File: config.mk
export PLATFORM = sky130hd
export DESIGN_NAME = rounded_rect_band_splitter_unit
export DESIGN_NICKNAME = d
export VERILOG_FILES = /design/src/hdl/rrbs_pkg.sv /design/src/hdl/rrbs_sqrt_cell.sv /design/src/hdl/rrbs_band_emitter.sv /design/src/hdl/rounded_rect_band_splitter_unit.sv
export SDC_FILE = /design/constraint.sdc
export NUM_CORES = 2
export LEC_CHECK = 0
export BUFFER_PORTS_ARGS = -buffer_cell sky130_fd_sc_hd__buf_4
export CORE_MARGIN = 2
export CORE_UTILIZATION = 55
export DETAILED_ROUTE_END_ITERATION = 10
export PLACE_DENSITY = 0.75
export SYNTH_ARGS = -nofsm -noshare
export SYNTH_HDL_FRONTEND = slang
export SYNTH_SLANG_ARGS = --single-unit
export TNS_END_PERCENT = 20
File: constraint.sdc
create_clock -name clock -period 49.6 [get_ports clock]
set_clock_uncertainty 0.2 [all_clocks]
set_input_delay 4.96 -clock clock [delete_from_list [all_inputs] [get_ports clock]]
set_output_delay 4.96 -clock clock [all_outputs]
set_load 0.01 [all_outputs]
File: src/hdl/rrbs_pkg.sv
`timescale 1ns / 1ps

package rrbs_pkg;

   localparam int NUM_SLOTS = 6;

   typedef enum logic [2:0] {
      SLOT_SPECIAL,
      SLOT_MID,
      SLOT_S0_TOP,
      SLOT_S0_BOT,
      SLOT_S1_TOP,
      SLOT_S1_BOT
   } slot_type;

   typedef logic [NUM_SLOTS-1:0] slot_mask_type;

   typedef struct packed {
      logic ready;
      logic active;
   } emit_status_type;

endpackage

File: src/hdl/rrbs_sqrt_cell.sv
`timescale 1ns / 1ps

module rrbs_sqrt_cell #(
   parameter int RB  = 14,
   parameter int IDX = 0
) (
   input  logic              clock,
   input  logic              advance,
   input  logic [2*RB-1:0]   prev_rad,
   input  logic [RB+1:0]     prev_rem,
   input  logic [RB-1:0]     prev_root,
   output logic [2*RB-1:0]   rad_out,
   output logic [RB+1:0]     rem_out,
   output logic [RB-1:0]     root_out
);
   import rrbs_pkg::*;

   logic [RB+3:0]   cur;
   logic [RB+3:0]   trial;
   logic            fits;
   logic [RB+3:0]   diff;
   logic [RB+1:0]   rem_in;
   logic [RB-1:0]   root_in;
   logic [2*RB-1:0] rad_ff;
   logic [RB+1:0]   rem_ff;
   logic [RB-1:0]   root_ff;

   // one root bit per cell, two radicand bits in
   always_comb begin
      cur     = {prev_rem, prev_rad[2*IDX +: 2]};
      trial   = {2'b00, prev_root, 2'b01};
      fits    = (cur >= trial);
      diff    = cur - trial;
      rem_in  = fits ? diff[RB+1:0] : cur[RB+1:0];
      root_in = {prev_root[RB-2:0], fits};
   end

   always_ff @(posedge clock) begin
      if (advance) begin
         rad_ff  <= prev_rad;
         rem_ff  <= rem_in;
         root_ff <= root_in;
      end
   end

   assign rad_out  = rad_ff;
   assign rem_out  = rem_ff;
   assign root_out = root_ff;

endmodule

File: src/hdl/rrbs_band_emitter.sv
`timescale 1ns / 1ps

module rrbs_band_emitter #(
   parameter int CB = 15
) (
   input  logic                      clock,
   input  logic                      reset,
   input  logic                      take,
   input  logic [CB-1:0]             load_w,
   input  logic [CB-1:0]             load_h,
   input  logic [CB-2:0]             load_r,
   input  logic                      load_empty,
   input  logic                      load_steps2,
   input  logic [CB-2:0]             load_inset,
   output rrbs_pkg::emit_status_type status,
   output logic                      rsp_valid,
   output logic [CB-2:0]             rsp_band_x,
   output logic [CB-1:0]             rsp_band_y,
   output logic [CB-1:0]             rsp_band_w,
   output logic [CB-1:0]             rsp_band_h,
   output logic                      rsp_band_valid,
   output logic                      rsp_last_band
);
   import rrbs_pkg::*;

   localparam int RB = CB - 1;

   logic [CB-1:0]  two_r;
   logic [CB-1:0]  two_i;
   logic [RB-1:0]  y1_in;
   logic           m_mid;
   logic           m_s0;
   logic           m_s1;
   slot_mask_type  load_mask;
   logic           whole_in;

   slot_mask_type  mask_ff;
   logic [CB-1:0]  w_ff;
   logic [CB-1:0]  h_ff;
   logic [RB-1:0]  r_ff;
   logic [RB-1:0]  y1_ff;
   logic [RB-1:0]  inset_ff;
   logic           whole_ff;

   slot_mask_type  sel;
   slot_mask_type  rest;
   slot_type       slot;
   logic [RB-1:0]  half_r;
   logic [RB-1:0]  x_in;
   logic [CB-1:0]  y_in;
   logic [CB-1:0]  bw_in;
   logic [CB-1:0]  bh_in;
   logic           bv_in;

   logic           rsp_valid_ff;
   logic [RB-1:0]  rsp_x_ff;
   logic [CB-1:0]  rsp_y_ff;
   logic [CB-1:0]  rsp_w_ff;
   logic [CB-1:0]  rsp_h_ff;
   logic           rsp_bv_ff;
   logic           rsp_last_ff;

   // band plan for a new rectangle
   always_comb begin
      two_r    = {load_r, 1'b0};
      two_i    = {load_inset, 1'b0};
      y1_in    = load_steps2 ? {1'b0, load_r[RB-1:1]} : load_r;
      m_mid    = (load_h > two_r);
      m_s0     = (y1_in != '0) && (load_w > two_r);
      m_s1     = load_steps2 && (load_w > two_i);
      whole_in = 1'b0;
      load_mask = '0;
      if (load_empty) begin
         load_mask[SLOT_SPECIAL] = 1'b1;
      end else if (load_r == '0) begin
         load_mask[SLOT_SPECIAL] = 1'b1;
         whole_in = 1'b1;
      end else if (!m_mid && !m_s0 && !m_s1) begin
         load_mask[SLOT_SPECIAL] = 1'b1;
      end else begin
         load_mask[SLOT_MID]    = m_mid;
         load_mask[SLOT_S0_TOP] = m_s0;
         load_mask[SLOT_S0_BOT] = m_s0;
         load_mask[SLOT_S1_TOP] = m_s1;
         load_mask[SLOT_S1_BOT] = m_s1;
      end
   end

   // lowest pending slot is picked and its band registered for output
   always_comb begin
      sel    = mask_ff & (~mask_ff + 1'b1);
      rest   = mask_ff & ~sel;
      slot   = SLOT_SPECIAL;
      for (int i = 0; i < NUM_SLOTS; i++) begin
         if (sel[i]) slot = slot_type'(3'(i));
      end
      half_r = {1'b0, r_ff[RB-1:1]};
      x_in   = '0;
      y_in   = '0;
      bw_in  = '0;
      bh_in  = '0;
      bv_in  = 1'b1;
      unique case (slot)
         SLOT_SPECIAL: begin
            bw_in = whole_ff ? w_ff : '0;
            bh_in = whole_ff ? h_ff : '0;
            bv_in = whole_ff;
         end
         SLOT_MID: begin
            y_in  = {1'b0, r_ff};
            bw_in = w_ff;
            bh_in = h_ff - {r_ff, 1'b0};
         end
         SLOT_S0_TOP: begin
            x_in  = r_ff;
            bw_in = w_ff - {r_ff, 1'b0};
            bh_in = {1'b0, y1_ff};
         end
         SLOT_S0_BOT: begin
            x_in  = r_ff;
            y_in  = h_ff - {1'b0, y1_ff};
            bw_in = w_ff - {r_ff, 1'b0};
            bh_in = {1'b0, y1_ff};
         end
         SLOT_S1_TOP: begin
            x_in  = inset_ff;
            y_in  = {1'b0, half_r};
            bw_in = w_ff - {inset_ff, 1'b0};
            bh_in = {1'b0, r_ff - half_r};
         end
         SLOT_S1_BOT: begin
            x_in  = inset_ff;
            y_in  = h_ff - {1'b0, r_ff};
            bw_in = w_ff - {inset_ff, 1'b0};
            bh_in = {1'b0, r_ff - half_r};
         end
         default: begin
            bv_in = 1'b0;
         end
      endcase
   end

   always_ff @(posedge clock) begin
      if (reset) begin
         mask_ff      <= '0;
         rsp_valid_ff <= 1'b0;
      end else begin
         rsp_valid_ff <= (mask_ff != '0);
         mask_ff      <= take ? load_mask : rest;
      end
   end

   always_ff @(posedge clock) begin
      if (take) begin
         w_ff     <= load_w;
         h_ff     <= load_h;
         r_ff     <= load_r;
         y1_ff    <= y1_in;
         inset_ff <= load_inset;
         whole_ff <= whole_in;
      end
      if (mask_ff != '0) begin
         rsp_x_ff    <= x_in;
         rsp_y_ff    <= y_in;
         rsp_w_ff    <= bw_in;
         rsp_h_ff    <= bh_in;
         rsp_bv_ff   <= bv_in;
         rsp_last_ff <= (rest == '0);
      end
   end

   assign status.ready  = (rest == '0);
   assign status.active = (mask_ff != '0);

   assign rsp_valid      = rsp_valid_ff;
   assign rsp_band_x     = rsp_x_ff;
   assign rsp_band_y     = rsp_y_ff;
   assign rsp_band_w     = rsp_w_ff;
   assign rsp_band_h     = rsp_h_ff;
   assign rsp_band_valid = rsp_bv_ff;
   assign rsp_last_band  = rsp_last_ff;

   a_load_nonempty: assert property (@(posedge clock) disable iff (reset)
      take |=> mask_ff != '0)
      else $error("band plan loaded with no slot");

   a_pending_beat: assert property (@(posedge clock) disable iff (reset)
      mask_ff != '0 |=> rsp_valid_ff)
      else $error("pending band not sent");

   a_invalid_last: assert property (@(posedge clock) disable iff (reset)
      rsp_valid_ff && !rsp_bv_ff |-> rsp_last_ff)
      else $error("empty result not marked last");

endmodule

File: src/hdl/rounded_rect_band_splitter_unit.sv
`timescale 1ns / 1ps

// Splits each rectangle (start/busy) into up to five rounded-rectangle bands, one
// beat per cycle on rsp_valid, with rsp_last_band on the final beat. The receiver
// cannot stall: every beat must be taken in its cycle. A rectangle accepted on start
// passes the clamp, square and subtract stages, then one square-root cell per root
// bit, and a stall can hold it on the way; at the band emitter it is loaded into the
// slot mask and its beats leave through the output registers. The emitter sends one
// beat per cycle, and each rectangle yields 1 to 5 results (beats); busy is high
// while a finished rectangle waits at the end of the cell row for the emitter.
// Write csr_corner_radius only while no rectangle is in flight.
module rounded_rect_band_splitter_unit #(
   parameter int COORD_BITS = 15
) (
   input  logic                  clock,
   input  logic                  reset,
   input  logic                  start,
   output logic                  busy,
   input  logic [COORD_BITS-1:0] req_rect_width,
   input  logic [COORD_BITS-1:0] req_rect_height,
   input  logic                  csr_valid,
   output logic                  csr_ready,
   input  logic [COORD_BITS-2:0] csr_corner_radius,
   output logic                  rsp_valid,
   output logic [COORD_BITS-2:0] rsp_band_x,
   output logic [COORD_BITS-1:0] rsp_band_y,
   output logic [COORD_BITS-1:0] rsp_band_w,
   output logic [COORD_BITS-1:0] rsp_band_h,
   output logic                  rsp_band_valid,
   output logic                  rsp_last_band
);
   import rrbs_pkg::*;

   localparam int CB = COORD_BITS;
   localparam int RB = COORD_BITS - 1;
   localparam int TAIL = RB - 1;

   logic            advance;
   logic            accept;
   emit_status_type status;

   logic [RB-1:0]   radius_ff;

   logic [CB-1:0]   min_in;
   logic [RB-1:0]   half_in;
   logic [RB-1:0]   r_in;

   logic            a_valid_ff;
   logic [CB-1:0]   a_w_ff;
   logic [CB-1:0]   a_h_ff;
   logic [RB-1:0]   a_r_ff;
   logic            a_empty_ff;

   logic [RB-1:0]   d_in;
   logic [2*RB-1:0] rsq_in;
   logic [2*RB-1:0] dsq_in;
   logic            steps2_in;

   logic            b_valid_ff;
   logic [CB-1:0]   b_w_ff;
   logic [CB-1:0]   b_h_ff;
   logic [RB-1:0]   b_r_ff;
   logic            b_empty_ff;
   logic            b_steps2_ff;
   logic [2*RB-1:0] b_rsq_ff;
   logic [2*RB-1:0] b_dsq_ff;

   logic            c_valid_ff;
   logic [CB-1:0]   c_w_ff;
   logic [CB-1:0]   c_h_ff;
   logic [RB-1:0]   c_r_ff;
   logic            c_empty_ff;
   logic            c_steps2_ff;
   logic [2*RB-1:0] c_rad_ff;

   logic [2*RB-1:0] rad_w  [0:RB];
   logic [RB+1:0]   rem_w  [0:RB];
   logic [RB-1:0]   root_w [0:RB];

   logic            side_valid_ff  [0:RB-1];
   logic [CB-1:0]   side_w_ff      [0:RB-1];
   logic [CB-1:0]   side_h_ff      [0:RB-1];
   logic [RB-1:0]   side_r_ff      [0:RB-1];
   logic            side_empty_ff  [0:RB-1];
   logic            side_steps2_ff [0:RB-1];

   logic            take;
   logic [RB-1:0]   tail_inset;

   assign advance   = !side_valid_ff[TAIL] || status.ready;
   assign busy      = !advance;
   assign accept    = start && advance;
   assign take      = side_valid_ff[TAIL] && status.ready;
   assign csr_ready = 1'b1;

   always_ff @(posedge clock) begin
      if (reset) begin
         radius_ff <= '0;
      end else if (csr_valid && csr_ready) begin
         radius_ff <= csr_corner_radius;
      end
   end

   // clamp radius to half the smaller side
   always_comb begin
      min_in  = (req_rect_width < req_rect_height) ? req_rect_width : req_rect_height;
      half_in = min_in[CB-1:1];
      r_in    = (radius_ff > half_in) ? half_in : radius_ff;
   end

   always_comb begin
      d_in      = a_r_ff - {1'b0, a_r_ff[RB-1:1]};
      rsq_in    = {{RB{1'b0}}, a_r_ff} * {{RB{1'b0}}, a_r_ff};
      dsq_in    = {{RB{1'b0}}, d_in} * {{RB{1'b0}}, d_in};
      steps2_in = ({a_r_ff, 1'b0} >= a_h_ff) || ({a_r_ff, 1'b0} >= a_w_ff);
   end

   always_ff @(posedge clock) begin
      if (reset) begin
         a_valid_ff <= 1'b0;
         b_valid_ff <= 1'b0;
         c_valid_ff <= 1'b0;
         for (int i = 0; i < RB; i++) side_valid_ff[i] <= 1'b0;
      end else if (advance) begin
         a_valid_ff       <= accept;
         b_valid_ff       <= a_valid_ff;
         c_valid_ff       <= b_valid_ff;
         side_valid_ff[0] <= c_valid_ff;
         for (int i = 1; i < RB; i++) side_valid_ff[i] <= side_valid_ff[i-1];
      end
   end

   always_ff @(posedge clock) begin
      if (advance) begin
         a_w_ff      <= req_rect_width;
         a_h_ff      <= req_rect_height;
         a_r_ff      <= r_in;
         a_empty_ff  <= (req_rect_width == '0) || (req_rect_height == '0);
         b_w_ff      <= a_w_ff;
         b_h_ff      <= a_h_ff;
         b_r_ff      <= a_r_ff;
         b_empty_ff  <= a_empty_ff;
         b_steps2_ff <= steps2_in;
         b_rsq_ff    <= rsq_in;
         b_dsq_ff    <= dsq_in;
         c_w_ff      <= b_w_ff;
         c_h_ff      <= b_h_ff;
         c_r_ff      <= b_r_ff;
         c_empty_ff  <= b_empty_ff;
         c_steps2_ff <= b_steps2_ff;
         c_rad_ff    <= b_rsq_ff - b_dsq_ff;
         side_w_ff[0]      <= c_w_ff;
         side_h_ff[0]      <= c_h_ff;
         side_r_ff[0]      <= c_r_ff;
         side_empty_ff[0]  <= c_empty_ff;
         side_steps2_ff[0] <= c_steps2_ff;
         for (int i = 1; i < RB; i++) begin
            side_w_ff[i]      <= side_w_ff[i-1];
            side_h_ff[i]      <= side_h_ff[i-1];
            side_r_ff[i]      <= side_r_ff[i-1];
            side_empty_ff[i]  <= side_empty_ff[i-1];
            side_steps2_ff[i] <= side_steps2_ff[i-1];
         end
      end
   end

   assign rad_w[0]  = c_rad_ff;
   assign rem_w[0]  = '0;
   assign root_w[0] = '0;

   for (genvar j = 0; j < RB; j++) begin : g_cell
      rrbs_sqrt_cell #(
         .RB  (RB),
         .IDX (RB - 1 - j)
      ) u_cell (
         .clock     (clock),
         .advance   (advance),
         .prev_rad  (rad_w[j]),
         .prev_rem  (rem_w[j]),
         .prev_root (root_w[j]),
         .rad_out   (rad_w[j+1]),
         .rem_out   (rem_w[j+1]),
         .root_out  (root_w[j+1])
      );
   end

   assign tail_inset = side_r_ff[TAIL] - root_w[RB];

   rrbs_band_emitter #(
      .CB (CB)
   ) u_emitter (
      .clock          (clock),
      .reset          (reset),
      .take           (take),
      .load_w         (side_w_ff[TAIL]),
      .load_h         (side_h_ff[TAIL]),
      .load_r         (side_r_ff[TAIL]),
      .load_empty     (side_empty_ff[TAIL]),
      .load_steps2    (side_steps2_ff[TAIL]),
      .load_inset     (tail_inset),
      .status         (status),
      .rsp_valid      (rsp_valid),
      .rsp_band_x     (rsp_band_x),
      .rsp_band_y     (rsp_band_y),
      .rsp_band_w     (rsp_band_w),
      .rsp_band_h     (rsp_band_h),
      .rsp_band_valid (rsp_band_valid),
      .rsp_last_band  (rsp_last_band)
   );

   a_accept_enters: assert property (@(posedge clock) disable iff (reset)
      start && !busy |=> a_valid_ff)
      else $error("accepted rectangle lost at entry");

   a_tail_holds: assert property (@(posedge clock) disable iff (reset)
      busy |=> side_valid_ff[TAIL] && $stable(side_w_ff[TAIL]))
      else $error("stalled rectangle changed at end of cell row");

   a_busy_emitting: assert property (@(posedge clock) disable iff (reset)
      busy |-> status.active)
      else $error("busy with idle emitter");

endmodule

==> results.md <==
- Overall routing resource usage: 20.06%
- Cell area after synthesis: 0.07270 mm^2
- Minimum clock period: 9.853 ns
- Initial Utilization: 55.37%
- I/O pins: 112
- Relative slew slack: 28.41%
- CP Data Required Time: 49.92 ns
- Worst slew pin tran: 1.064 ns
- Crit path capture type: flop
- CTS root buf: clkbuf_16
- Yosys reg bits: between 1500 and 2000
- Max clock buf depth: 3
- Fraction of layout cells with a size suffix above 1: 7.520%
- Initial antenna violation count: 1
- Port Buffers: 110
- CP Max Fanout: 10
- Number of flops mapped to enable cells by yosys: 1489
- Highest clock rate: slightly above 100 MHz
- Die width: 367.6 um
- Most used cell, CP: fa_1
- Die height: between 300 and 400 um
- Crit path DAT: about 10 ns
- Drt pass-1 iters: 5
- Final wirelength: between 100000 and 150000 um
- Synth warn: 0
- Hold depth: 0
- Nets@finish: ~6300
- Largest net degree at the start of global routing: 212
- Final setup violating endpoints: 0
- Total CTS buffers: 152
- Outcome: finished, final reports clean
- Initial DRC count: 2580
- Most used DFF post-synth: edfxtp_1
- Netlist cell types: between 90 and 100
- Setup CP Type: flop to flop
- Via density: 5.387
- Area Growth Syn to Fin: 10.97%
- Hold WC Path Type: flop to flop
- Post-Syn Nets: 6044
- Post-route clock period utilization: 19.87%
- Hold-fix buffers, CTS: 0
- Cells after synthesis: 5248
- Routed length per instance: 18.05 um
- CP startpoint kind: flop
- Max Slew Vio Count: 0
- Clock sink total: 1513
- Clock Pin Slew Worst Setup and Hold Paths: 0.06 ns
- Setup repair bufs after CTS: 0
- Hpwl dp: 91710 um
- Largest stage delay on the critical path: 0.72 ns
- Post-cts sizing count: 0
- Synth async-reset ratio: 0%
- Unrepaired setup endpoints after global routing: false
- RePlAce Congestion: between 0.9 and 1
- Detail Route Antenna Nets: 0
- # rows: ~130
- Top cells by area, synth: edfxtp_1 (62%), ha_1 (8.7%), fa_1 (6.7%)
- Core Area: 0.1313 mm^2
- Top cell type's share of synthesized area: 61.50%
- Total gr overflow: 0
- Clk_lat worst skew: 0.77 ns
- Filler Cells Inserted: 9730
- Post-synth top area cell: edfxtp_1
- Final hold vios: 0
- Vias post-DR: 39550
- Post-Syn Area per Cell: 13.85 um^2
- CTS tree: yes
- Slowest-stage cell, CP: edfxtp_1
- DRC: 0
- Cell depth of the worst flop-to-flop path: 30
- Sequential fraction of the synthesis area: between 60 and 70%
- Setup TNS: 0 ns
- Max Cap Violations: 0
- Vias in the first global route: 40900
- First-pass GRT wire length: 214400 um
- H-tree levels: 4
- Die area: 0.1351 mm^2
[metrics by stage]
step	worst slack [ns]	utilization, %	cell area (um^2)	cells	hold slack (ns)
floorplan	10.56	-	72700	5248	0.2003
global placement	39.54	57.67	75720	7071	0.2002
detailed placement	39.58	57.67	75720	7071	0.2045
CTS	39.76	61.44	80670	7340	0.2057
global route	39.19	61.44	80670	7340	0.2112
finish	39.75	61.44	80670	7341	0.2024
[cells in the mapped netlist (51+ instances only)]
library cell     n
edfxtp_1      1489
xnor2_1        157
nor3_1          84
xor2_1         122
o21a_1          63
ha_1           506
nand2_1        284
a21oi_1        209
nor2b_1         60
clkbuf_1        55
nand2b_1        51
a21o_1          83
fa_1           242
inv_1          661
o21ai_0        206
nor2_1         340
[state kept, by name (all words and copies together) (netlist names), 15 cells and up]
name,flops
b_rsq_ff,26
side_h_ff,210
c_w_ff,15
a_w_ff,15
u_emitter.rsp_band_w,15
u_emitter.rsp_band_y,15
side_w_ff,210
b_h_ff,15
u_emitter.h_ff,15
g_cell.u_cell.root_out,105
u_emitter.rsp_band_h,15
c_h_ff,15
a_h_ff,15
u_emitter.w_ff,15
side_r_ff,196
b_dsq_ff,27
g_cell.u_cell.rad_out,182
c_rad_ff,28
g_cell.u_cell.rem_out,192
b_w_ff,15
[cell usage in the layout, fill, tap and decap left out, types with 26 or more instances in the layout]
cell / instances
a21o_1: 83
nor2b_1: 60
xor2_1: 122
nor4_1: 33
edfxtp_1: 1489
nor2_1: 340
clkbuf_1: 29
o21ai_0: 205
a21oi_1: 208
clkinv_1: 43
buf_4: 138
nor3_1: 83
or3_1: 30
nand2_1: 282
fa_1: 242
nand4_1: 38
o21a_1: 63
nand3_1: 49
o31ai_1: 26
mux2i_1: 49
nand2b_1: 51
inv_1: 660
ha_1: 506
a21boi_0: 33
clkbuf_16: 153
xnor2_1: 157
[kinds of logic after synthesis]
logic type,count (synthesis),synth area share [%]
buffers and inverters,751,3.909
XOR/XNOR,280,3.384
multiplexers,68,0.9690
AND/OR/NAND/NOR,1077,7.025
flip-flops,1513,62.17
AO/OA/AOI/OAI,808,7.151
adder cells (fa/ha/maj),749,15.39
other,2,0.01033
[critical path: cells and delay by family (launching register included)]
family / cells / cell delay [ns]
AO/OA/AOI/OAI: 9 / 2.07
AND/OR/NAND/NOR: 4 / 0.81
buffers and inverters: 7 / 1.38
adder cells (fa/ha/maj): 8 / 3.73
XOR/XNOR: 2 / 0.66
flip-flops: 1 / 0.72
[worst paths after layout]
path                     from               end  slack (ns)
min          side_w_ff[1][52]  side_w_ff[1][67]        0.20
max reg2reg         a_r_ff[5]      b_dsq_ff[27]       39.75
min reg2reg  side_w_ff[1][52]  side_w_ff[1][67]        0.20
max                 a_r_ff[5]      b_dsq_ff[27]       39.75
[routing by layer]
| layer | GRT usage [%] | share of wire, % |
|---|---|---|
| met1 | 25.44 | 42 |
| met2 | 35.10 | 51 |
| met3 | 3.254 | 4.3 |
| met4 | 6.628 | 3.0 |
| met5 | 0 | 0 |
[area by class of cell]
| type | count | area (um^2) | area share (%) |
|---|---|---|---|
| antenna | 1 | 2.502 | 0.003102 |
| clock buffer | 182 | 3938 | 4.881 |
| clock inverter | 87 | 1016 | 1.259 |
| inverter | 678 | 2545 | 3.155 |
| multi-input combinational | 2984 | 24690 | 30.60 |
| sequential | 1513 | 45190 | 56.02 |
| tap | 1755 | 2196 | 2.722 |
| timing repair buffer | 141 | 1096 | 1.359 |
Power is not shown: default switching activity piles up to over one toggle a cycle in this logic, so the estimate is an artifact.
